`src/rtl/deq_pkg.sv`:
```
// Shared types and constants of the double-ended queue.
`default_nettype none

package deq_pkg;

    localparam int DEPTH  = 64;
    localparam int WIDTH  = 8;
    localparam int IDX_W  = $clog2(DEPTH);
    localparam int FILL_W = $clog2(DEPTH + 1);
    localparam int KIND_W = 3;
    localparam int POS_W  = 6;
    localparam int STAT_W = 2;

    typedef logic [WIDTH-1:0]  word_t;
    typedef logic [IDX_W-1:0]  idx_t;
    typedef logic [FILL_W-1:0] fill_t;
    typedef logic [POS_W-1:0]  pos_t;

    typedef enum logic [KIND_W-1:0] {
        KIND_PUSH_FRONT = 3'd0,
        KIND_PUSH_BACK  = 3'd1,
        KIND_POP_FRONT  = 3'd2,
        KIND_POP_BACK   = 3'd3,
        KIND_READ       = 3'd4
    } kind_t;

    typedef enum logic [STAT_W-1:0] {
        ST_OK    = 2'd0,
        ST_EMPTY = 2'd1,
        ST_FULL  = 2'd2,
        ST_RANGE = 2'd3
    } status_t;

    typedef enum logic [1:0] {
        CELL_HOLD       = 2'd0,
        CELL_SHIFT_UP   = 2'd1,
        CELL_SHIFT_DOWN = 2'd2,
        CELL_LOAD       = 2'd3
    } cell_op_t;

    typedef struct packed {
        cell_op_t op;
        idx_t     wr_idx;
        idx_t     rd_idx;
        word_t    word;
    } cell_ctl_t;

endpackage

`default_nettype wire

```
`src/rtl/deq_if.sv`:
```
// Request and response channel interfaces of the double-ended queue.
`default_nettype none

interface deq_req_if;
    logic                          valid;
    logic                          ready;
    logic [deq_pkg::KIND_W-1:0]    kind;
    deq_pkg::word_t                value;
    deq_pkg::pos_t                 position;

    modport source (output valid, kind, value, position, input ready);
    modport sink   (input valid, kind, value, position, output ready);
endinterface

interface deq_rsp_if;
    logic                          valid;
    logic                          ready;
    deq_pkg::word_t                data;
    logic [deq_pkg::STAT_W-1:0]    status;
    deq_pkg::fill_t                fill;

    modport source (output valid, data, status, fill, input ready);
    modport sink   (input valid, data, status, fill, output ready);
endinterface

`default_nettype wire

```
`src/rtl/deq_cell.sv`:
```
// One storage cell of the queue chain: holds a word, shifts, loads, offers it for reading.
`default_nettype none

module deq_cell (
    input  wire logic               clk,
    input  wire deq_pkg::cell_ctl_t ctl,
    input  wire deq_pkg::idx_t      idx,
    input  wire deq_pkg::word_t     left,
    input  wire deq_pkg::word_t     right,
    output deq_pkg::word_t          word,
    output deq_pkg::word_t          rd_word
);

    deq_pkg::word_t word_reg;
    deq_pkg::word_t word_next;

    always_comb
    begin
        word_next = word_reg;
        case (ctl.op)
            deq_pkg::CELL_HOLD:       word_next = word_reg;
            deq_pkg::CELL_SHIFT_UP:   word_next = left;
            deq_pkg::CELL_SHIFT_DOWN: word_next = right;
            deq_pkg::CELL_LOAD:
            begin
                if (ctl.wr_idx == idx)
                begin
                    word_next = ctl.word;
                end
            end
            default:                  word_next = word_reg;
        endcase
    end

    always_ff @(posedge clk)
    begin
        word_reg <= word_next;
    end

    assign word    = word_reg;
    assign rd_word = (ctl.rd_idx == idx) ? word_reg : '0;

endmodule

`default_nettype wire

```
`src/rtl/double_ended_queue.sv`:
```
// Top level of the double-ended queue: request decode, fill count, cell chain, response register.
//
//   channel | dir | payload                      | handshake
//   req     | in  | kind, value, position         | valid/ready
//   rsp     | out | data, status, fill            | valid/ready
//
// One request per cycle while the response register can take it; the response appears in the cycle after acceptance.
// A new request is taken while the response register is empty or being drained.
// Words sit in a chain of DEPTH cells with the front in cell 0; front pushes and
// pops shift the whole chain by one in the same cycle.
// Reset empties the queue and the response register; cell contents are left as is.
`default_nettype none

module double_ended_queue (
    input  wire logic  clk,
    input  wire logic  rst_n,
    deq_req_if.sink    req,
    deq_rsp_if.source  rsp
);

    logic                 accept;
    deq_pkg::fill_t       count_reg;
    deq_pkg::fill_t       count_next;
    deq_pkg::fill_t       count_dec;
    logic                 full;
    logic                 empty;
    logic                 hit;
    deq_pkg::status_t     status_next;
    deq_pkg::word_t       data_sel;
    deq_pkg::word_t       data_next;
    deq_pkg::cell_ctl_t   ctl;

    logic                 rsp_valid_reg;
    logic                 rsp_valid_next;
    deq_pkg::word_t       data_reg;
    deq_pkg::status_t     status_reg;
    deq_pkg::fill_t       fill_reg;

    deq_pkg::word_t       cell_word [deq_pkg::DEPTH];
    deq_pkg::word_t       cell_rd   [deq_pkg::DEPTH];

    assign req.ready = !rsp_valid_reg || rsp.ready;
    assign accept    = req.valid && req.ready;
    assign full      = (count_reg == deq_pkg::fill_t'(deq_pkg::DEPTH));
    assign empty     = (count_reg == '0);
    assign count_dec = count_reg - deq_pkg::fill_t'(1);

    always_comb
    begin
        ctl.op      = deq_pkg::CELL_HOLD;
        ctl.wr_idx  = count_reg[deq_pkg::IDX_W-1:0];
        ctl.rd_idx  = '0;
        ctl.word    = req.value;
        hit         = 1'b0;
        status_next = deq_pkg::ST_OK;
        count_next  = count_reg;
        if (accept)
        begin
            case (deq_pkg::kind_t'(req.kind))
                deq_pkg::KIND_PUSH_FRONT:
                begin
                    if (full)
                    begin
                        status_next = deq_pkg::ST_FULL;
                    end
                    else
                    begin
                        ctl.op     = deq_pkg::CELL_SHIFT_UP;
                        count_next = count_reg + deq_pkg::fill_t'(1);
                    end
                end
                deq_pkg::KIND_PUSH_BACK:
                begin
                    if (full)
                    begin
                        status_next = deq_pkg::ST_FULL;
                    end
                    else
                    begin
                        ctl.op     = deq_pkg::CELL_LOAD;
                        count_next = count_reg + deq_pkg::fill_t'(1);
                    end
                end
                deq_pkg::KIND_POP_FRONT:
                begin
                    if (empty)
                    begin
                        status_next = deq_pkg::ST_EMPTY;
                    end
                    else
                    begin
                        ctl.op     = deq_pkg::CELL_SHIFT_DOWN;
                        hit        = 1'b1;
                        count_next = count_dec;
                    end
                end
                deq_pkg::KIND_POP_BACK:
                begin
                    if (empty)
                    begin
                        status_next = deq_pkg::ST_EMPTY;
                    end
                    else
                    begin
                        ctl.rd_idx = count_dec[deq_pkg::IDX_W-1:0];
                        hit        = 1'b1;
                        count_next = count_dec;
                    end
                end
                deq_pkg::KIND_READ:
                begin
                    if (deq_pkg::fill_t'(req.position) >= count_reg)
                    begin
                        status_next = deq_pkg::ST_RANGE;
                    end
                    else
                    begin
                        ctl.rd_idx = deq_pkg::idx_t'(req.position);
                        hit        = 1'b1;
                    end
                end
                default:
                begin
                    status_next = deq_pkg::ST_OK;
                end
            endcase
        end
    end

    genvar gi;
    generate
        for (gi = 0; gi < deq_pkg::DEPTH; gi++)
        begin : g_cell
            deq_pkg::word_t left_word;
            deq_pkg::word_t right_word;

            if (gi == 0)
            begin : g_first
                assign left_word = req.value;
            end
            else
            begin : g_mid_left
                assign left_word = cell_word[gi-1];
            end

            if (gi == deq_pkg::DEPTH - 1)
            begin : g_last
                assign right_word = '0;
            end
            else
            begin : g_mid_right
                assign right_word = cell_word[gi+1];
            end

            deq_cell u_cell (
                .clk     (clk),
                .ctl     (ctl),
                .idx     (deq_pkg::idx_t'(gi)),
                .left    (left_word),
                .right   (right_word),
                .word    (cell_word[gi]),
                .rd_word (cell_rd[gi])
            );
        end
    endgenerate

    always_comb
    begin
        data_sel = '0;
        for (int i = 0; i < deq_pkg::DEPTH; i++)
        begin
            data_sel = data_sel | cell_rd[i];
        end
        data_next = hit ? data_sel : '0;
    end

    always_comb
    begin
        rsp_valid_next = rsp_valid_reg;
        if (accept)
        begin
            rsp_valid_next = 1'b1;
        end
        else if (rsp.ready)
        begin
            rsp_valid_next = 1'b0;
        end
    end

    always_ff @(posedge clk or negedge rst_n)
    begin
        if (!rst_n)
        begin
            count_reg     <= '0;
            rsp_valid_reg <= 1'b0;
        end
        else
        begin
            count_reg     <= count_next;
            rsp_valid_reg <= rsp_valid_next;
        end
    end

    always_ff @(posedge clk)
    begin
        if (accept)
        begin
            data_reg   <= data_next;
            status_reg <= status_next;
            fill_reg   <= count_next;
        end
    end

    assign rsp.valid  = rsp_valid_reg;
    assign rsp.data   = data_reg;
    assign rsp.status = status_reg;
    assign rsp.fill   = fill_reg;

endmodule

`default_nettype wire

```
`src/flat_wrapper.sv`:
```
// flat-port wrapper written by rule: the top's interface ports become plain ports
module double_ended_queue_flat 
  (clk, rst_n, req_valid, req_kind, req_value, req_position, req_ready, rsp_valid, rsp_data, rsp_status, rsp_fill, rsp_ready);
  deq_req_if req_i ();
  deq_rsp_if rsp_i ();
  input  wire logic clk;
  input  wire logic rst_n;
  input wire logic [$bits(req_i.valid)-1:0] req_valid;
  input wire logic [$bits(req_i.kind)-1:0] req_kind;
  input wire logic [$bits(req_i.value)-1:0] req_value;
  input wire logic [$bits(req_i.position)-1:0] req_position;
  output wire logic [$bits(req_i.ready)-1:0] req_ready;
  output wire logic [$bits(rsp_i.valid)-1:0] rsp_valid;
  output wire logic [$bits(rsp_i.data)-1:0] rsp_data;
  output wire logic [$bits(rsp_i.status)-1:0] rsp_status;
  output wire logic [$bits(rsp_i.fill)-1:0] rsp_fill;
  input wire logic [$bits(rsp_i.ready)-1:0] rsp_ready;
  assign req_i.valid = req_valid;
  assign req_i.kind = req_kind;
  assign req_i.value = req_value;
  assign req_i.position = req_position;
  assign req_ready = req_i.ready;
  assign rsp_valid = rsp_i.valid;
  assign rsp_data = rsp_i.data;
  assign rsp_status = rsp_i.status;
  assign rsp_fill = rsp_i.fill;
  assign rsp_i.ready = rsp_ready;
  double_ended_queue u_core (.clk(clk), .rst_n(rst_n), .req(req_i), .rsp(rsp_i));
endmodule
```
`config.mk`:
```
export PLATFORM = sky130hd
export DESIGN_NAME = double_ended_queue_flat
export DESIGN_NICKNAME = d
export VERILOG_FILES = /design/src/rtl/deq_pkg.sv /design/src/rtl/deq_if.sv /design/src/rtl/deq_cell.sv /design/src/rtl/double_ended_queue.sv /design/src/flat_wrapper.sv
export SDC_FILE = /design/constraint.sdc
export NUM_CORES = 1
export LEC_CHECK = 0
export CAP_MARGIN = 30
export CELL_PAD_IN_SITES_DETAIL_PLACEMENT = 1
export CELL_PAD_IN_SITES_GLOBAL_PLACEMENT = 1
export CORE_MARGIN = 1.5
export CORE_UTILIZATION = 55
export CTS_CLUSTER_DIAMETER = 40
export DETAILED_ROUTE_END_ITERATION = 12
export DONT_BUFFER_PORTS = 1
export GPL_TIMING_DRIVEN = 0
export HOLD_SLACK_MARGIN = 0.12
export PLACE_DENSITY_LB_ADDON = 0.1
export SYNTH_ARGS = -nofsm -noshare
export SYNTH_HDL_FRONTEND = slang
export SYNTH_HIERARCHICAL = 1
export SYNTH_SLANG_ARGS = --single-unit
export TNS_END_PERCENT = 100
```
`constraint.sdc`:
```
create_clock -name clk -period 19.7 [get_ports clk]
set_input_delay 3.94 -clock clk [delete_from_list [all_inputs] [get_ports clk]]
set_output_delay 3.94 -clock clk [all_outputs]
set_load 0.05 [all_outputs]
```
==> results of run 1 <==
[per-stage QoR]
stage | hold WS [ns] | util | instances | cell area (um2) | setup WS (ns)
after floorplan | 0.5618 | - | 5522 | 45450 | 6.739
after global placement | 0.5900 | 0.6133 | 6552 | 46730 | 0.7066
after detailed placement | 0.6034 | 0.6288 | 6650 | 47920 | 10.68
after CTS | 0.6407 | 0.6758 | 6832 | 51500 | 11.18
[kinds of logic after synthesis]
| group | count (synthesis) |
|---|---|
| xor gates and xnor gates | 836 |
| muxes | 515 |
| adders and majority gates | 10 |
| buffers and inverters | 719 |
| and+or+nand+nor | 1504 |
| AOI/OAI and AO/OA | 625 |
| other | 2 |
| DFF | 537 |
[layer usage]
layer,global-route usage,overflow
met1,0.7704,0
met2,0.9311,48
met3,0.6625,4
met4,0.7834,65
met5,0.4378,0
==> results.py, run 1 <==
metrics = {
    "logic_synthesis": {
        "ys_ff_latch": 537,
        "yosysMostFrequentCell": "xnor2_1",
        "synth_mux_area_frac": 0.1214,
        "synthTopCellsByCount": "xnor2_1 (836), a21oi_1 (529), edfxtp_1 (529)",
        "synth-edff-count": 529,
        "synth_compound_area_frac": 0.07538,
        "seq_area_frac_synth": 0.3781,
        "yosysWarnings": 6,
        "synth_area_leader_cell": "edfxtp_1",
        "synth_fa_ha_area_frac": 0.002941,
        "async_flop_share": 0.01490,
        "avgSynthCellArea_um2": 8.960,
        "synthesis.area_mm2": 0.04254,
        "ys_top_cells_by_area": "edfxtp_1 (37%), xnor2_1 (17%), mux2i_1 (12%)",
        "synth_top_area_frac": 0.3734,
        "synth_flop_cell": "edfxtp_1",
        "synth_xor_area_frac": 0.1721,
        "yosys.area_share.simple": 0.1799,
        "syn-instance-count": 4748,
        "synth_top_family_by_area": "simple AND/OR/NAND/NOR gates",
        "ys_types": 56,
    },
    "placement": {
        "port_buffers": 0,
        "dp_hpwl_um": 117500,
        "routabilityCongestion": 0.9420,
    },
    "floorplanning": {
        "die_h_um": 281.1,
        "initial_core_util": 0.5583,
        "rows": 101,
        "die_x_um": 281.1,
        "num_io_pins": 40,
    },
    "clocking": {
        "cts-resized-gates": 0,
        "clockRootBuffer": "clkbuf_16",
        "hold_buffers": 0,
        "h-tree-depth": 3,
        "cts_inserted_buffers": 98,
        "clk_path_buf_depth": 3,
        "postCtsSetupBuffers": 0,
        "clkSinkCount": 537,
    },
    "outcome": {
        "stop_stage": "global routing (5_1_grt)",
        "status": "aborted with a tool error",
        "firstError": "[ERROR GRT-0232] Routing congestion too high. Check the congestion heatmap in the GUI.",
    },
    "grt": {
        "grt_usage": 0.7849,
        "grt_overflow": 117,
        "antenna_found_initial": 27,
        "grt_max_degree": 66,
    },
}
==> run 2, diff against run 1 <==
CELL_PAD_IN_SITES_DETAIL_PLACEMENT = default   (was 1)
CELL_PAD_IN_SITES_GLOBAL_PLACEMENT = default   (was 1)
CORE_UTILIZATION = 40   (was 55)
CTS_CLUSTER_DIAMETER = default   (was 40)
HOLD_SLACK_MARGIN = default   (was 0.12)
PLACE_DENSITY_LB_ADDON = 0.15   (was 0.1)
==> run 2 against run 1 <==
- the flow now finishes, with violations (DRC)
- synthesized cell count unchanged
- area after synthesis unchanged
==> results.py, run 2 <==
metrics = {
    "timing": {
        "drv_slew": 0,
        "finalSetupViolCount": 0,
        "holdWs_ns": 0.6239,
        "slew_headroom": 0.1793,
        "rsz0062_at_grt": "false",
        "period_minus_slack_ns": 8.526,
        "fin_skew_ns": 0.02526,
        "finalCritPeriodShare": 0.4328,
        "hold_violations": 0,
        "fmax_ghz": 0.1173,
        "fin_ws_ns": 11.17,
        "tightest_slew_ns": 1.220,
    },
    "placement": {
        "routabilityCongestion": 0.9232,
        "dp_hpwl_um": 103600,
        "port_buffers": 0,
        "dp_slack_ns": 10.77,
        "dp.cells": 7012,
    },
    "cells_and_area": {
        "multi_input_area_mm2": 0.02651,
        "nets": 5725,
        "nFillCells": 10357,
        "antenna_cells": 0,
        "syn_to_final_growth_pct": 19.20,
        "regArea_mm2": 0.01611,
        "largest_reg_flops": 512,
        "mostFrequentLayoutCells": "xnor2_1 (836), conb_1 (776), a21oi_1 (529), edfxtp_1 (529), inv_1 (520)",
        "stdcell_count": 7138,
        "drive_gt1_frac": 0.08631,
        "final_common_cell": "xnor2_1",
    },
    "grt": {
        "grt_pass1_vias": 34330,
        "grt_usage": 0.2596,
        "grt_overflow": 0,
        "grt_max_degree": 66,
        "antenna_found_initial": 0,
        "grt_pass1_wl_um": 213300,
    },
    "logic_synthesis": {
        "synth_area_leader_cell": "edfxtp_1",
        "yosysMostFrequentCell": "xnor2_1",
        "synth-edff-count": 529,
        "yosysWarnings": 6,
        "seq_area_frac_synth": 0.3781,
        "synthTopCellsByCount": "xnor2_1 (836), a21oi_1 (529), edfxtp_1 (529)",
        "synth_flop_cell": "edfxtp_1",
        "async_flop_share": 0.01490,
        "synthesis.area_mm2": 0.04254,
        "avgSynthCellArea_um2": 8.960,
        "syn-instance-count": 4748,
        "ys_ff_latch": 537,
        "ys_types": 56,
        "synth_top_area_frac": 0.3734,
        "ys_top_cells_by_area": "edfxtp_1 (37%), xnor2_1 (17%), mux2i_1 (12%)",
    },
    "floorplanning": {
        "initial_core_util": 0.4036,
        "num_io_pins": 40,
        "die_area_mm2": 0.1083,
        "die_x_um": 329.1,
        "core_mm2": 0.1054,
        "die_h_um": 329.1,
        "rows": 119,
    },
    "power": {
        "power_leakage_nw": 18.54,
        "power_mw": 3.973,
        "p_per_area_mw_per_mm2": 78.35,
        "pwr-share-seq": 0.386,
        "p_clk_frac": 0.332,
        "p_sw_mw": 1.345,
        "power_frac_comb": 0.282,
        "ir_drop_mv": 0.1038,
        "p_int_mw": 2.628,
        "switching_share": 0.3385,
    },
    "worst_setup_path": {
        "worstPathMaxFanout": 6,
        "cpLargestDelayFamily": "buffers and inverters",
        "critPathCaptureType": "output pin",
        "cpPeakStageDelay_ns": 0.37,
        "cp.arrival_ns": 4.59,
        "start_kind": "input port",
        "path_buf_inv": 1,
        "slowest_stage": "inv_1",
        "criticalPathCategory": "input port to output pin",
        "required_ns": 15.76,
        "path_cells": "nor2b_1 -> inv_1",
    },
    "drt": {
        "ant_nets": 0,
        "dr.pass1.iters": 12,
        "wl_per_cell_um": 19.98,
        "via_per_inst": 5.052,
        "detail_route.iter0.violations": 3317,
        "vias": 36064,
        "drcViolationCount": 2,
        "drt-total-wl_um": 142600,
    },
    "run": {
        "maxCapViolCount": 0,
    },
    "worst_hold_path": {
        "hp-class": "flip-flop to flip-flop",
    },
    "clocking": {
        "clk_path_buf_depth": 3,
        "cts.reportedPaths.clkPinSlew_ns": 0.06,
        "cts-resized-gates": 0,
        "clk_latency_ns": 0.65,
        "cts_tree": "built",
        "h-tree-depth": 3,
        "hold_buffers": 0,
        "clkSinkCount": 537,
        "postCtsSetupBuffers": 0,
        "cts_inserted_buffers": 69,
        "clockRootBuffer": "clkbuf_16",
    },
    "outcome": {
        "status": "complete, but fails checks",
        "violations": "DRC",
    },
}
## run 2: power by group through the flow
stage	clock network (mW)	logic, mW	registers, mW
5_1_grt	1.38	1.23	1.55
3_3_place_gp	0	1.04	1.69
4_1_cts	1.34	1.12	1.54
2_1_floorplan	0	0.833	1.53
3_5_place_dp	0	1.12	1.56
6_report	1.32	1.12	1.53
## run 2: layout make-up
type / instances / share of cell area
multi-input cells: 4266 / 0.5227
clock buffers: 83 / 0.03716
repair buffers: 101 / 0.02097
inverters: 520 / 0.03849
plain buffers: 199 / 0.02026
well taps: 1391 / 0.03432
clock inverters: 41 / 0.008389
flip-flops and latches: 537 / 0.3177
## run 2: final timing paths
| check | from | end | slack [ns] | depth (start not counted) |
|---|---|---|---|---|
| max in group asynchronous | rst_n | u_core/count_reg[5] | 16.62 | 0 |
| worst min register to register | u_core/g_cell[0].u_cell/word[6] | u_core/g_cell[1].u_cell/word[6] | 0.62 | 2 |
| worst min-delay path | u_core/g_cell[0].u_cell/word[6] | u_core/g_cell[1].u_cell/word[6] | 0.62 | 2 |
| worst max register to register | u_core/count_reg[3] | u_core/rsp.data[0] | 13.32 | 15 |
| worst max-delay path | rsp_ready | req_ready | 11.17 | 2 |
| min in group asynchronous | rst_n | u_core/count_reg[4] | 2.99 | 0 |
## run 2: per-stage QoR
stage | util | setup TNS, ns | area (um2)
after floorplan | - | 0 | 45450
after global placement | 0.4476 | -3.254 | 47190
final | 0.4810 | 0 | 50710
after detailed placement | 0.4590 | 0 | 48390
after global routing | 0.4810 | 0 | 50710
after CTS | 0.4809 | 0 | 50690
## run 2: per-layer routing
layer	up-vias	GRT usage	routed length, um
li1	17752	-	-
met1	17085	0.3614	64580
met2	1071	0.4330	67370
met3	156	0.02451	7843
met4	0	0.06442	2821
met5	-	0	0
## run 2: kinds of logic after synthesis
group	synth area share
flip-flops	0.3781
multiplexers	0.1214
AND/OR/NAND/NOR	0.1799
other	0.0001765
buffers and inverters	0.07003
adder cells (fa/ha/maj)	0.002941
XOR/XNOR	0.1721
AO/OA/AOI/OAI	0.07538
## run 2: worst register-to-register path: stages (launching register included)
cell and delay [ns]:
dfrtp_4 0.87, buf_16 0.38, buf_4 0.26, inv_1 0.11, ha_1 0.31, and4b_1 0.26, a211oi_2 0.79, o2bb2ai_4 0.42
buf_12 0.30, xnor2_1 0.10, nand2_1 0.23, nor3_1 0.09, nor4_1 0.94, nand4_1 0.48, nor4_1 0.38, a21oi_1 0.15
No activity file was read; power rests on OpenSTA's default activity.
==> run 3, diff against run 2 <==
clock period = 8.1 ns   (was 19.7 ns; I/O delays follow)
==> run 3 against run 2 <==
- the flow still finishes with violations (DRC)
- global-route usage about the same
- routed wire length about the same
- non-clock buffer count increased by 4
- total power increased by 140%
- worst hold slack improved by 0.019 ns
- die area unchanged
- critical path depth increased by 14
- flip-flop and latch count unchanged
- critical endpoint is now u_core/rsp.data[3]
- largest cell class unchanged
- largest power group unchanged
- highest routed layer unchanged
==> results.py, run 3 (synthesized netlist as in run 2, its figures left out) <==
metrics = {
    "outcome": {
        "status": "complete, but fails checks",
        "violations": "DRC",
    },
    "timing": {
        "rsz0062_at_grt": "false",
        "drv_slew": 0,
        "fmax_ghz": 0.1638,
        "finalSetupViolCount": 0,
        "slew_headroom": 0.2942,
        "fin_skew_ns": 0.02278,
        "period_minus_slack_ns": 6.107,
        "hold_violations": 0,
        "finalCritPeriodShare": 0.7539,
        "tightest_slew_ns": 1.049,
    },
    "floorplanning": {
        "core_mm2": 0.1054,
        "rows": 119,
        "die_area_mm2": 0.1083,
        "die_x_um": 329.1,
        "initial_core_util": 0.4036,
        "num_io_pins": 40,
        "die_h_um": 329.1,
    },
    "worst_hold_path": {
        "hp-class": "flip-flop to flip-flop",
        "hold_depth": 2,
    },
    "cells_and_area": {
        "nets": 5728,
        "syn_to_final_growth_pct": 19.03,
        "drive_gt1_frac": 0.08613,
        "antenna_cells": 0,
        "stdcell_count": 7138,
        "mostFrequentLayoutCells": "xnor2_1 (836), conb_1 (776), a21oi_1 (529), edfxtp_1 (529), inv_1 (520)",
        "final_common_cell": "xnor2_1",
        "fin_area_mm2": 0.05063,
        "largest_reg_flops": 512,
    },
    "power": {
        "pwr-share-seq": 0.384,
        "p_per_area_mw_per_mm2": 188.8,
        "ir_drop_mv": 0.2055,
        "switching_share": 0.3375,
        "p_int_mw": 6.334,
        "power_leakage_nw": 18.51,
        "p_clk_frac": 0.322,
        "power_frac_comb": 0.294,
        "p_sw_mw": 3.227,
    },
    "clocking": {
        "cts_inserted_buffers": 68,
        "clkSinkCount": 537,
        "h-tree-depth": 3,
        "cts-resized-gates": 0,
        "cts_tree": "built",
        "clockRootBuffer": "clkbuf_16",
        "postCtsSetupBuffers": 0,
        "clk_path_buf_depth": 3,
        "clk_latency_ns": 0.63,
        "cts.reportedPaths.clkPinSlew_ns": 0.06,
        "hold_buffers": 0,
    },
    "drt": {
        "vias": 36160,
        "wl_per_cell_um": 20.00,
        "dr.pass1.iters": 9,
        "drcViolationCount": 4,
        "ant_nets": 0,
        "drt-total-wl_um": 142700,
        "detail_route.iter0.violations": 3393,
        "via_per_inst": 5.066,
    },
    "placement": {
        "dp_hpwl_um": 104000,
        "place_area_mm2": 0.04841,
        "routabilityCongestion": 0.9574,
        "dp.cells": 7016,
        "port_buffers": 0,
    },
    "worst_setup_path": {
        "start_kind": "flip-flop",
        "rr_worst_depth": 16,
        "worstPathMaxFanout": 29,
        "critPathCaptureType": "flip-flop",
        "criticalPathCategory": "flip-flop to flip-flop",
        "cp.arrival_ns": 6.39,
        "r2r_slack_ns": 1.99,
        "required_ns": 8.39,
    },
    "grt": {
        "grt.busiest_layer": "met2",
        "grt_pass1_vias": 34233,
        "antenna_found_initial": 0,
        "grt_util_met1": 0.3628,
        "met3_usage": 0.03107,
        "grt_overflow": 0,
        "grt_usage": 0.2596,
        "grt_max_degree": 66,
        "met2_usage": 0.4238,
        "grt_pass1_wl_um": 213900,
    },
    "run": {
        "maxCapViolCount": 0,
    },
}
run 3: cell types whose count changed in the layout (fill, tap and decap cells not counted), moves of 2 or more:
cell | previous run | this run
clkbuf_1 | 9 | 12
buf_12 | 18 | 25
clkinvlp_4 | 3 | 1
clkbuf_8 | 3 | 6
buf_2 | 248 | 250
buf_16 | 11 | 6
inv_6 | 5 | 2
bufinv_16 | 8 | 6
clkbuf_16 | 73 | 71
run 3: cell type report:
cell class,count,area (um2)
tap,1391,1740
timing repair buffer,105,1084
clock buffer,87,1887
clock inverter,33,324.1
multi-input combinational,4266,26510
buffer,199,1027
sequential,537,16110
fill,10475,54780
inverter,520,1952
run 3: power by group through the flow:
stage,Sequential [mW],Combinational (mW),Clock [mW]
after global placement,4.10,2.49,0
after global routing,3.70,3.08,3.25
after CTS,3.68,2.81,3.14
after floorplan,3.72,2.01,0
after detailed placement,3.74,2.81,0
final,3.67,2.81,3.08
run 3: path summary, 6_finish.rpt:
check	end	start
worst max-delay path	u_core/rsp.data[3]	u_core/count_reg[2]
worst min-delay path	u_core/g_cell[1].u_cell/word[3]	u_core/g_cell[0].u_cell/word[3]
worst max register to register	u_core/rsp.data[3]	u_core/count_reg[2]
worst min register to register	u_core/g_cell[1].u_cell/word[3]	u_core/g_cell[0].u_cell/word[3]
max in group asynchronous	u_core/count_reg[1]	rst_n
min in group asynchronous	u_core/count_reg[6]	rst_n
run 3: per-stage QoR:
step / total power, mW / setup TNS (ns) / setup slack (ns) / util / hold slack (ns)
global route: 10.03 / 0 / 1.738 / 0.4803 / 0.6551
CTS: 9.643 / 0 / 1.976 / 0.4802 / 0.6362
global placement: 6.591 / -4793.23 / -5.162 / 0.4480 / 0.6045
detailed placement: 6.545 / 0 / 1.454 / 0.4592 / 0.6238
finish: 9.561 / 0 / 1.993 / 0.4803 / 0.6430
floorplan: 5.723 / 0 / 0.6739 / - / 0.5618
run 3: critical path: stages (launching register included):
cell and delay (ns):
dfrtp_4 0.90, buf_6 0.26, inv_1 0.06, ha_1 0.28, nand2_1 0.05, o21ai_0 0.42, a211o_1 0.22, clkbuf_1 0.61
o21ai_4 0.31, buf_12 0.27, xnor2_1 0.15, nand4_2 0.18, nor3_1 0.09, nor4_1 0.85, nand4_1 0.51, nor4_1 0.39
a21oi_1 0.16
run 3: metal layers:
metal	vias up	routed length, um
li1	17742	-
met1	17117	64740
met2	1118	66310
met3	183	8492
met4	0	3187
met5	-	0
